## config.mk

```make
export PLATFORM = sky130hd
export DESIGN_NAME = sof_frame_receiver_dispatch
export DESIGN_NICKNAME = d
export VERILOG_FILES = /design/src/sfrd_pkg.sv /design/src/sfrd_parse.sv /design/src/sof_frame_receiver_dispatch.sv
export SDC_FILE = /design/constraint.sdc
export NUM_CORES = 1
export LEC_CHECK = 0
export ABC_CLOCK_PERIOD_IN_PS = 18700
export BUFFER_PORTS_ARGS = -buffer_cell sky130_fd_sc_hd__buf_4
export CAP_MARGIN = 20
export CELL_PAD_IN_SITES_DETAIL_PLACEMENT = 1
export CELL_PAD_IN_SITES_GLOBAL_PLACEMENT = 2
export CORE_MARGIN = 1.5
export CORE_UTILIZATION = 42
export DETAILED_ROUTE_END_ITERATION = 10
export GPL_ROUTABILITY_DRIVEN = 0
export PLACE_DENSITY = 0.79
export SYNTH_ARGS = -nofsm -noshare
export SYNTH_HDL_FRONTEND = slang
export SYNTH_HIERARCHICAL = 1
export SYNTH_SLANG_ARGS = --single-unit
```

## constraint.sdc

```tcl
create_clock -name clk -period 18.7 [get_ports clk]
set_input_delay 2.805 -clock clk [delete_from_list [all_inputs] [get_ports clk]]
set_output_delay 2.805 -clock clk [all_outputs]
set_load 0.005 [all_outputs]
```

## src/sfrd_pkg.sv

```systemverilog
// shared types and constants for the start-of-frame receiver with command dispatch
// no dependencies; used by sfrd_parse and sof_frame_receiver_dispatch
package sfrd_pkg;

  localparam logic [7:0] START_RESET = 8'h41;
  localparam logic [7:0] CMD_LED_A   = 8'h31;
  localparam logic [7:0] CMD_LED_B   = 8'hD2;

  localparam int unsigned RES_TDATA_W = 64;

  typedef enum logic [3:0] {
    PH_HUNT   = 4'b0001,
    PH_CMD    = 4'b0010,
    PH_CONFIG = 4'b0100,
    PH_DATA   = 4'b1000
  } phase_t;

  typedef struct packed {
    logic        frame_done;
    logic [7:0]  frame_cmd;
    logic [15:0] frame_config;
    logic [31:0] frame_data;
    logic        ack_request;
    logic        led_a_level;
    logic        led_b_level;
    logic        byte_dropped;
  } result_t;

endpackage

```

## src/sfrd_parse.sv

```systemverilog
// frame parser: hunt state, byte gathering, command dispatch and led levels
// depends on sfrd_pkg
module sfrd_parse (
  input  logic               clk,
  input  logic               rst,
  input  logic               accept,
  input  logic [7:0]         rx_byte,
  input  logic [7:0]         start_byte,
  output sfrd_pkg::result_t  result
);

  sfrd_pkg::phase_t phase, phase_next;
  logic [1:0]       byte_index, byte_index_next;
  logic [7:0]       held_cmd, held_cmd_next;
  logic [15:0]      held_config, held_config_next;
  logic [31:0]      held_data, held_data_next;
  logic             led_a, led_a_next;
  logic             led_b, led_b_next;
  logic             done;
  logic             ack;
  logic             dropped;

  always_comb begin
    phase_next       = phase;
    byte_index_next  = byte_index;
    held_cmd_next    = held_cmd;
    held_config_next = held_config;
    held_data_next   = held_data;
    led_a_next       = led_a;
    led_b_next       = led_b;
    done             = 1'b0;
    ack              = 1'b0;
    dropped          = 1'b0;
    case (phase)
      sfrd_pkg::PH_CMD: begin
        held_cmd_next   = rx_byte;
        byte_index_next = 2'd0;
        phase_next      = sfrd_pkg::PH_CONFIG;
      end
      sfrd_pkg::PH_CONFIG: begin
        if (byte_index == 2'd0) begin
          held_config_next = {8'h00, rx_byte};
          byte_index_next  = 2'd1;
        end else begin
          held_config_next = {rx_byte, held_config[7:0]};
          byte_index_next  = 2'd0;
          phase_next       = sfrd_pkg::PH_DATA;
        end
      end
      sfrd_pkg::PH_DATA: begin
        case (byte_index)
          2'd0:    held_data_next = {24'h000000, rx_byte};
          2'd1:    held_data_next = {held_data[31:16], rx_byte, held_data[7:0]};
          2'd2:    held_data_next = {held_data[31:24], rx_byte, held_data[15:0]};
          default: held_data_next = {rx_byte, held_data[23:0]};
        endcase
        if (byte_index == 2'd3) begin
          done            = 1'b1;
          byte_index_next = 2'd0;
          phase_next      = sfrd_pkg::PH_HUNT;
          if (held_cmd == sfrd_pkg::CMD_LED_A) begin
            led_a_next = ~led_a;
            ack        = 1'b1;
          end else if (held_cmd == sfrd_pkg::CMD_LED_B) begin
            led_b_next = ~led_b;
            ack        = 1'b1;
          end
        end else begin
          byte_index_next = byte_index + 2'd1;
        end
      end
      default: begin
        if (rx_byte == start_byte) begin
          phase_next = sfrd_pkg::PH_CMD;
        end else begin
          phase_next = sfrd_pkg::PH_HUNT;
          dropped    = 1'b1;
        end
        byte_index_next = 2'd0;
      end
    endcase
  end

  always_comb begin
    result.frame_done   = done;
    result.frame_cmd    = done ? held_cmd : 8'h00;
    result.frame_config = done ? held_config : 16'h0000;
    result.frame_data   = done ? held_data_next : 32'h0;
    result.ack_request  = ack;
    result.led_a_level  = led_a_next;
    result.led_b_level  = led_b_next;
    result.byte_dropped = dropped;
  end

  always_ff @(posedge clk) begin
    if (rst) begin
      phase       <= sfrd_pkg::PH_HUNT;
      byte_index  <= 2'd0;
      held_cmd    <= 8'h00;
      held_config <= 16'h0000;
      held_data   <= 32'h0;
      led_a       <= 1'b0;
      led_b       <= 1'b0;
    end else if (accept) begin
      phase       <= phase_next;
      byte_index  <= byte_index_next;
      held_cmd    <= held_cmd_next;
      held_config <= held_config_next;
      held_data   <= held_data_next;
      led_a       <= led_a_next;
      led_b       <= led_b_next;
    end
  end

endmodule

```

## src/sof_frame_receiver_dispatch.sv

```systemverilog
// each accepted byte's result is registered in the output register, or in the skid register while the output is stalled
// throughput: one byte per cycle while s_tready is high; the parser state updates in the accepting cycle
// a skid register takes one more result while the output is stalled, then input stalls
// reset (rst, synchronous): hunting for start byte, gathered bytes and leds cleared,
// start byte back to 0x41, output and skid registers empty
module sof_frame_receiver_dispatch (
  input  logic        clk,
  input  logic        rst,
  input  logic        cfg_we,
  input  logic [7:0]  cfg_wdata,
  input  logic        s_tvalid,
  output logic        s_tready,
  input  logic [7:0]  s_tdata,   // rx_byte
  output logic        m_tvalid,
  input  logic        m_tready,
  output logic        m_tlast,   // frame_done
  // frame_cmd, frame_config, frame_data, ack_request, led_a_level, led_b_level,
  // byte_dropped, zero pad
  output logic [sfrd_pkg::RES_TDATA_W-1:0] m_tdata
);

  logic              [7:0] start_byte;
  logic                    accept;
  sfrd_pkg::result_t       new_res;
  sfrd_pkg::result_t       out_res;
  sfrd_pkg::result_t       skid_res;
  logic                    out_valid;
  logic                    skid_valid;

  assign s_tready = ~skid_valid;
  assign accept   = s_tvalid & s_tready;

  always_ff @(posedge clk) begin
    if (rst) begin
      start_byte <= sfrd_pkg::START_RESET;
    end else if (cfg_we) begin
      start_byte <= cfg_wdata;
    end
  end

  sfrd_parse u_parse (
    .clk        (clk),
    .rst        (rst),
    .accept     (accept),
    .rx_byte    (s_tdata),
    .start_byte (start_byte),
    .result     (new_res)
  );

  always_ff @(posedge clk) begin
    if (rst) begin
      out_valid  <= 1'b0;
      skid_valid <= 1'b0;
    end else if (!out_valid || m_tready) begin
      out_valid  <= skid_valid | accept;
      skid_valid <= 1'b0;
    end else if (accept) begin
      skid_valid <= 1'b1;
    end
  end

  always_ff @(posedge clk) begin
    if (!out_valid || m_tready) begin
      out_res <= skid_valid ? skid_res : new_res;
    end
    if (out_valid && !m_tready && accept) begin
      skid_res <= new_res;
    end
  end

  assign m_tvalid = out_valid;
  assign m_tlast  = out_res.frame_done;
  assign m_tdata  = {4'h0, out_res.byte_dropped, out_res.led_b_level, out_res.led_a_level,
                     out_res.ack_request, out_res.frame_data, out_res.frame_config,
                     out_res.frame_cmd};

endmodule

```

==> results of run 1 <==
-- cell usage after synthesis (2+ instances only) --
cell type                  count  area [µm²]
sky130_fd_sc_hd__buf_1         3       11.26
sky130_fd_sc_hd__nor2b_1       3       18.77
sky130_fd_sc_hd__nand3b_1      2       15.01
sky130_fd_sc_hd__edfxtp_1    122        3664
sky130_fd_sc_hd__buf_6         8       90.09
sky130_fd_sc_hd__xnor2_1       8       70.07
sky130_fd_sc_hd__a22o_1        8       70.07
sky130_fd_sc_hd__buf_4        10       75.07
sky130_fd_sc_hd__nand2_1      22       82.58
sky130_fd_sc_hd__mux2i_1      23       230.2
sky130_fd_sc_hd__buf_2         2       10.01
sky130_fd_sc_hd__mux2_4       46       690.7
sky130_fd_sc_hd__a22oi_1      48       360.4
sky130_fd_sc_hd__ha_1          5       62.56
sky130_fd_sc_hd__nand4_1       7       43.79
sky130_fd_sc_hd__o31ai_1       2       15.01
sky130_fd_sc_hd__inv_1        10       37.54
sky130_fd_sc_hd__a211o_1       2       17.52
sky130_fd_sc_hd__nor4_4        2       42.54
sky130_fd_sc_hd__xor2_1        3       26.28
sky130_fd_sc_hd__nor2_1       82       307.8
sky130_fd_sc_hd__clkbuf_1     28       105.1
sky130_fd_sc_hd__a21oi_1      23       115.1
sky130_fd_sc_hd__dfxtp_1      74        1481
sky130_fd_sc_hd__and3_1       24       150.1
sky130_fd_sc_hd__or4_1         2       15.01
sky130_fd_sc_hd__nor3_2        3       30.03
sky130_fd_sc_hd__nor3b_1       3       22.52
sky130_fd_sc_hd__mux2_2       15       168.9
sky130_fd_sc_hd__nand3_1      20       100.1
-- per-stage QoR --
step                      worst slack (ns)  hold WS [ns]  instances  area [µm²]
after floorplan                      9.233        0.4275        635        8341
after global placement               13.95        0.4403        937        9055
after detailed placement             13.79        0.4558        937        9055
after CTS                            14.27        0.4655        968        9646
after global routing                 14.06        0.4807        968        9646
final                                14.17        0.4622        968        9646
-- critical path: stages --
cell	delay [ns]
sky130_fd_sc_hd__buf_4	0.10
sky130_fd_sc_hd__nor2b_1	0.53
sky130_fd_sc_hd__inv_1	0.47
sky130_fd_sc_hd__nor4_4	0.64
sky130_fd_sc_hd__a22oi_1	0.17
sky130_fd_sc_hd__nor2_1	0.16
-- per-layer routing --
layer | track usage [%] | wire, µm | vias up
li1 | - | - | 2428
met1 | 23.41 | 8247 | 2619
met2 | 31.81 | 9301 | 115
met3 | 4.099 | 617 | 16
met4 | 5.747 | 189 | 0
met5 | 0 | 0 | -
-- flip-flops by register name (all words and copies together), names as in the netlist, 2 cells and up --
name	cells
u_parse/phase	4
m_tdata	60
start_byte	8
skid_res	61
u_parse/held_config	16
u_parse/byte_index	2
u_parse/held_cmd	8
u_parse/held_data	32
-- layout by cell type, fill, tap and decap left out, types with 20 or more instances in the layout --
| cell | count |
|---|---|
| sky130_fd_sc_hd__a22oi_1 | 48 |
| sky130_fd_sc_hd__edfxtp_1 | 122 |
| sky130_fd_sc_hd__dfxtp_1 | 73 |
| sky130_fd_sc_hd__nor2_1 | 82 |
| sky130_fd_sc_hd__a21oi_1 | 23 |
| sky130_fd_sc_hd__and3_1 | 24 |
| sky130_fd_sc_hd__nand3_1 | 20 |
| sky130_fd_sc_hd__mux2i_1 | 23 |
| sky130_fd_sc_hd__nand2_1 | 22 |
| sky130_fd_sc_hd__mux2_4 | 46 |
| sky130_fd_sc_hd__buf_4 | 89 |
-- logic make-up after synthesis --
kind of cell | share of synthesized area, %
compound gates | 7.736
flops | 61.77
other cells | 0.04502
mux | 13.08
xor+xnor | 1.157
simple gates | 11.40
buf+inv | 4.056
fa+ha+maj | 0.7511
-- area by class of cell --
class,instances,area share (%)
tap,265,3.438
inverter,11,0.4281
clock buffer,21,4.566
timing repair buffer,89,6.927
sequential,196,53.38
clock inverter,10,1.557
multi-input combinational,376,29.71
-- where the power goes --
| part | internal (mW) | switching [mW] | leakage (nW) |
|---|---|---|---|
| Clock | 0.212 | 0.159 | 0.282 |
| Sequential | 0.467 | 0.00411 | 1.88 |
| Combinational | 0.0169 | 0.0218 | 1.54 |
-- final timing paths --
check                                              from                 endpoint  slack (ns)  depth (start not counted)
worst max register to register    u_parse/byte_index[0]              m_tdata[50]       15.92                          6
worst min-delay path            u_parse/held_config[13]  u_parse/held_config[13]        0.46                          2
worst min register to register  u_parse/held_config[13]  u_parse/held_config[13]        0.46                          2
worst max-delay path                           s_tvalid    u_parse/held_data[21]       14.17                          6
==> flow_summary_export.csv, run 1 <==
group,metric,value,unit
worst_hold_path,hp-class,"reg -> reg",
cts,cts-buffers-inserted,17,
global_route,grt_first_pass_wirelength,29260,µm
pwr,total_power,880.5,µW
route,antenna_left,0,
timing,timing.clock.skew,0.01655,ns
cts,ctsLongestPathBuffers,2,
setup_path,critPathArrivalTime,4.88,ns
logic_synthesis,post_synthesis_sequential_area_ratio,61.77,%
logic_synthesis,number_of_synthesized_flops_with_an_enable_pin,122,
cts,cts_root_buf,"sky130_fd_sc_hd__clkbuf_16",
timing,finalSetupViolations,0,
timing,maxSlewHeadroom,40.08,%
timing,final.period_utilization,24.21,%
setup_path,path_class,"in -> reg",
setup_path,start_kind,"input pin",
route,route.vias.total,5178,
die,core.rowCount,51,
die,die_x,143.8,µm
die,die_y,143.8,µm
setup_path,crit_path_end_kind,"flip-flop",
global_route,grt_overflow,0,
timing,rsz_0062_raised_after_global_routing,"false",
die,design.core.area,19460,µm²
global_route,grt.total_usage,18.60,%
place,io_buffer_count,83,
cts,tritoncts,"built",
cts,worst_skew_pair_later_pin_latency,0.43,ns
route,routed_via_density,5.349,
cts,cts.sinks,196,
final_layout,syn_to_final_growth,15.80,%
global_route,maximum_number_of_pins_on_one_net_before_global_route_repair,71,
final_layout,multi_input_combinational_cell_area,2865,µm²
timing,peak_clock_frequency_supported_by_timing,220.9,MHz
timing,timing_max_transition_violations_final,0,
route,detail_route.first_pass.iterations,5,
final_layout,layout-drive-gt1-share,27.17,%
logic_synthesis,synth_ff_type,"sky130_fd_sc_hd__edfxtp_1",
die,floorplan.initialDensity,42.80,%
pwr,power.static_leakage,3.699,nW
cts,ctsHoldBuffers,0,
logic_synthesis,synth_async_sr_flop_share,0,%
timing,tightest_slew,0.8989,ns
logic_synthesis,average_cell_area_after_synthesis,13.18,µm²
logic_synthesis,synth.lib_cells_used.distinct,52,
cts,h_tree_level_count,4,
setup_path,critical_path_rt,19.05,ns
timing,setup_total_negative_slack,0,ns
route,drc_errors,0,
final_layout,design.final.nets,717,
logic_synthesis,synth-seq-cells,196,
outcome,run_status,"complete, no violations",
die,fp.dieArea,20690,µm²
flow_run,drv_cap,0,
final_layout,register_area,5149,µm²
logic_synthesis,syn-instance-count,632,
die,io_pins,88,
pwr,power_per_cell_area,91.29,nW/µm²
cts,cts_resized,0,
route,detail_route.iter0.violations,364,
global_route,grt_pass1_vias,5463,
logic_synthesis,post_synth_instance_area,8329,µm²
final_layout,postLayoutCoreUtil,49.56,%
cts,cts.reportedPaths.clkPinSlew,0.07,ns
setup_path,timing.critical_path.fanout_max,12,
cts,post-cts-setup-buffers,0,
place,dp_hpwl,11810,µm
final_layout,n_fill_cell,1986,
timing,shortest_clock_period_the_worst_path_allows_after_layout,4.527,ns
route,wire_per_inst,18.96,µm
global_route,number_of_antenna_violations_at_the_first_check_in_global_routing,0,
pwr,vdd_ir_drop_max,0.00005827,V
route,drt_wl_total,18350,µm
final_layout,insertedDiodeCount,0,
logic_synthesis,synth_warnings,6,
timing,timing_hold_violations_final,0,
No activity file was read; power rests on OpenSTA's default activity.
==> run 2, diff against run 1 <==
--- a/config.mk
+++ b/config.mk
@@ -5,16 +5,16 @@
 export SDC_FILE = /design/constraint.sdc
 export NUM_CORES = 1
 export LEC_CHECK = 0
-export ABC_CLOCK_PERIOD_IN_PS = 18700
+export ABC_CLOCK_PERIOD_IN_PS = 4400
 export BUFFER_PORTS_ARGS = -buffer_cell sky130_fd_sc_hd__buf_4
 export CAP_MARGIN = 20
 export CELL_PAD_IN_SITES_DETAIL_PLACEMENT = 1
 export CELL_PAD_IN_SITES_GLOBAL_PLACEMENT = 2
 export CORE_MARGIN = 1.5
-export CORE_UTILIZATION = 42
+export CORE_UTILIZATION = 41
 export DETAILED_ROUTE_END_ITERATION = 10
 export GPL_ROUTABILITY_DRIVEN = 0
-export PLACE_DENSITY = 0.79
+export PLACE_DENSITY = 0.78
 export SYNTH_ARGS = -nofsm -noshare
 export SYNTH_HDL_FRONTEND = slang
 export SYNTH_HIERARCHICAL = 1
==> constraint.sdc (replaced) <==
create_clock -name clk -period 4.4 [get_ports clk]
set_input_delay 0.66 -clock clk [delete_from_list [all_inputs] [get_ports clk]]
set_output_delay 0.66 -clock clk [all_outputs]
set_load 0.005 [all_outputs]
==> flow_summary_export.csv, run 2 (synthesis results as in run 1) <==
group,metric,value,unit
outcome,run_status,"complete, no violations",
cts,cts.reportedPaths.clkPinSlew,0.07,ns
die,core.rowCount,51,
global_route,grt_first_pass_wirelength,30690,µm
final_layout,syn_to_final_growth,15.67,%
cts,cts-buffers-inserted,17,
cts,cts_resized,0,
setup_path,r2r.worst_path.cells,6,
worst_hold_path,worst_hold_path.num_cells,2,
final_layout,multi_input_combinational_cell_area,2872,µm²
cts,worst_skew_pair_later_pin_latency,0.44,ns
timing,setup_total_negative_slack,0,ns
worst_hold_path,hp-class,"in -> reg",
pwr,vdd_ir_drop_max,0.0002833,V
timing,hold-worst-slack,0.4243,ns
timing,timing_max_transition_violations_final,0,
die,floorplan.initialDensity,42.24,%
timing,peak_clock_frequency_supported_by_timing,371.7,MHz
final_layout,layout.cells.most_common_list,"sky130_fd_sc_hd__edfxtp_1, sky130_fd_sc_hd__buf_4, sky130_fd_sc_hd__nor2_1",
final_layout,layout.cells.most_common,"sky130_fd_sc_hd__edfxtp_1",
timing,finalSetupViolations,0,
cts,post-cts-setup-buffers,0,
final_layout,post_layout_nonfiller_instances,968,
timing,rsz_0062_raised_after_global_routing,"false",
die,die_y,145.5,µm
final_layout,layout-drive-gt1-share,27.31,%
route,antenna_left,0,
pwr,power_per_cell_area,385.2,nW/µm²
cts,ctsHoldBuffers,0,
final_layout,max_flop_register,"skid_res",
final_layout,insertedDiodeCount,0,
setup_path,crit_path_end_kind,"flip-flop",
die,io_pins,88,
route,route.vias.total,5196,
setup_path,reg2reg_setup_slack,1.71,ns
route,wire_per_inst,19.19,µm
cts,ctsLongestPathBuffers,2,
global_route,number_of_antenna_violations_at_the_first_check_in_global_routing,0,
global_route,grt.total_usage,18.46,%
cts,tritoncts,"built",
pwr,power.static_leakage,3.692,nW
timing,shortest_clock_period_the_worst_path_allows_after_layout,2.690,ns
setup_path,r2r_start,"u_parse/byte_index[0]",
timing,final.period_utilization,61.15,%
final_layout,n_fill_cell,1997,
timing,timing_hold_violations_final,0,
setup_path,critPathArrivalTime,3.00,ns
die,die_x,145.5,µm
setup_path,timing.critical_path.fanout_max,16,
flow_run,drv_cap,0,
place,place.detailed.instances,936,
die,design.core.area,19720,µm²
route,detail_route.first_pass.iterations,5,
final_layout,postLayoutCoreUtil,48.86,%
worst_hold_path,worstHoldEndpoint,"start_byte[6]",
cts,cts_root_buf,"sky130_fd_sc_hd__clkbuf_16",
timing,tightest_slew,0.8942,ns
die,fp.dieArea,21180,µm²
cts,cts.sinks,196,
setup_path,endpoint_of_the_worst_slack_reg_to_reg_timing_path,"m_tdata[48]",
place,io_buffer_count,83,
final_layout,design.final.nets,716,
cts,h_tree_level_count,4,
route,drt_wl_total,18570,µm
setup_path,start_kind,"flip-flop",
global_route,maximum_number_of_pins_on_one_net_before_global_route_repair,71,
place,pre_cts_slack,1.621,ns
setup_path,path_class,"reg -> reg",
global_route,grt_pass1_vias,5626,
final_layout,register_area,5149,µm²
timing,timing.clock.skew,0.01401,ns
worst_hold_path,hold_path_startpoint,"cfg_wdata[6]",
setup_path,critical_path_rt,4.71,ns
route,routed_via_density,5.368,
timing,maxSlewHeadroom,40.39,%
place,dp_hpwl,11860,µm
route,detail_route.iter0.violations,296,
timing,final_critical_path_setup_slack,1.710,ns
route,drc_errors,0,
global_route,grt_overflow,0,
final_layout,largest_reg_flops,61,
run 2: cell types whose count changed in the layout (fill, tap and decap cells not counted), sizes merged:
cell / change
clkbuf: -3
clkinv: +3
inv: +2
buf: -1
bufinv: -1
run 2: layout make-up:
| cell class | count | area share (%) |
|---|---|---|
| clock buffer | 18 | 4.455 |
| clock inverter | 14 | 1.571 |
| inverter | 11 | 0.4286 |
| multi-input combinational | 376 | 29.81 |
| sequential | 196 | 53.44 |
| tap | 265 | 3.442 |
| timing repair buffer | 88 | 6.857 |
run 2: worst max path at each step:
stage / start / end / slack, ns / depth (start not counted)
after global placement: s_tvalid / u_parse/held_data[11] / 1.69 / 6
after global routing: u_parse/byte_index[1] / m_tdata[51] / 1.51 / 6
after floorplan: m_tready / skid_res[0] / 0.73 / 2
final: u_parse/byte_index[0] / m_tdata[48] / 1.71 / 6
after CTS: skid_valid / s_tready / 1.70 / 3
after detailed placement: s_tvalid / u_parse/held_data[26] / 1.62 / 6
run 2: report_power, final:
group          internal [mW]  switching (mW)  leakage (nW)
sequential              1.98          0.0175          1.88
combinational         0.0720          0.0925          1.54
clock                  0.845           0.700         0.279
run 2: per-stage QoR:
| stage | power, mW | area (µm²) |
|---|---|---|
| 6_report | 3.712 | 9634 |
| 2_1_floorplan | 2.125 | 8354 |
| 3_3_place_gp | 2.203 | 9054 |
| 3_5_place_dp | 2.211 | 9054 |
| 4_1_cts | 3.760 | 9634 |
| 5_1_grt | 3.847 | 9634 |
run 2: per-layer routing:
layer / share of wire, % / wire length, µm / global-route usage [%] / up-vias
met5: 0 / 0 / 0 / -
met4: 2.1 / 397 / 7.194 / 0
met3: 3.2 / 595 / 3.730 / 29
met2: 49 / 9044 / 31.14 / 112
met1: 46 / 8533 / 23.32 / 2620
li1: - / - / - / 2435
run 2: worst max-delay path, cell delays in order, from the launching register on:
cell                      delay [ns]
sky130_fd_sc_hd__dfxtp_1        0.40
sky130_fd_sc_hd__ha_1           0.70
sky130_fd_sc_hd__inv_1          0.28
sky130_fd_sc_hd__nand4_1        0.45
sky130_fd_sc_hd__nand2_1        0.28
sky130_fd_sc_hd__a21oi_1        0.27
sky130_fd_sc_hd__mux2_4         0.19
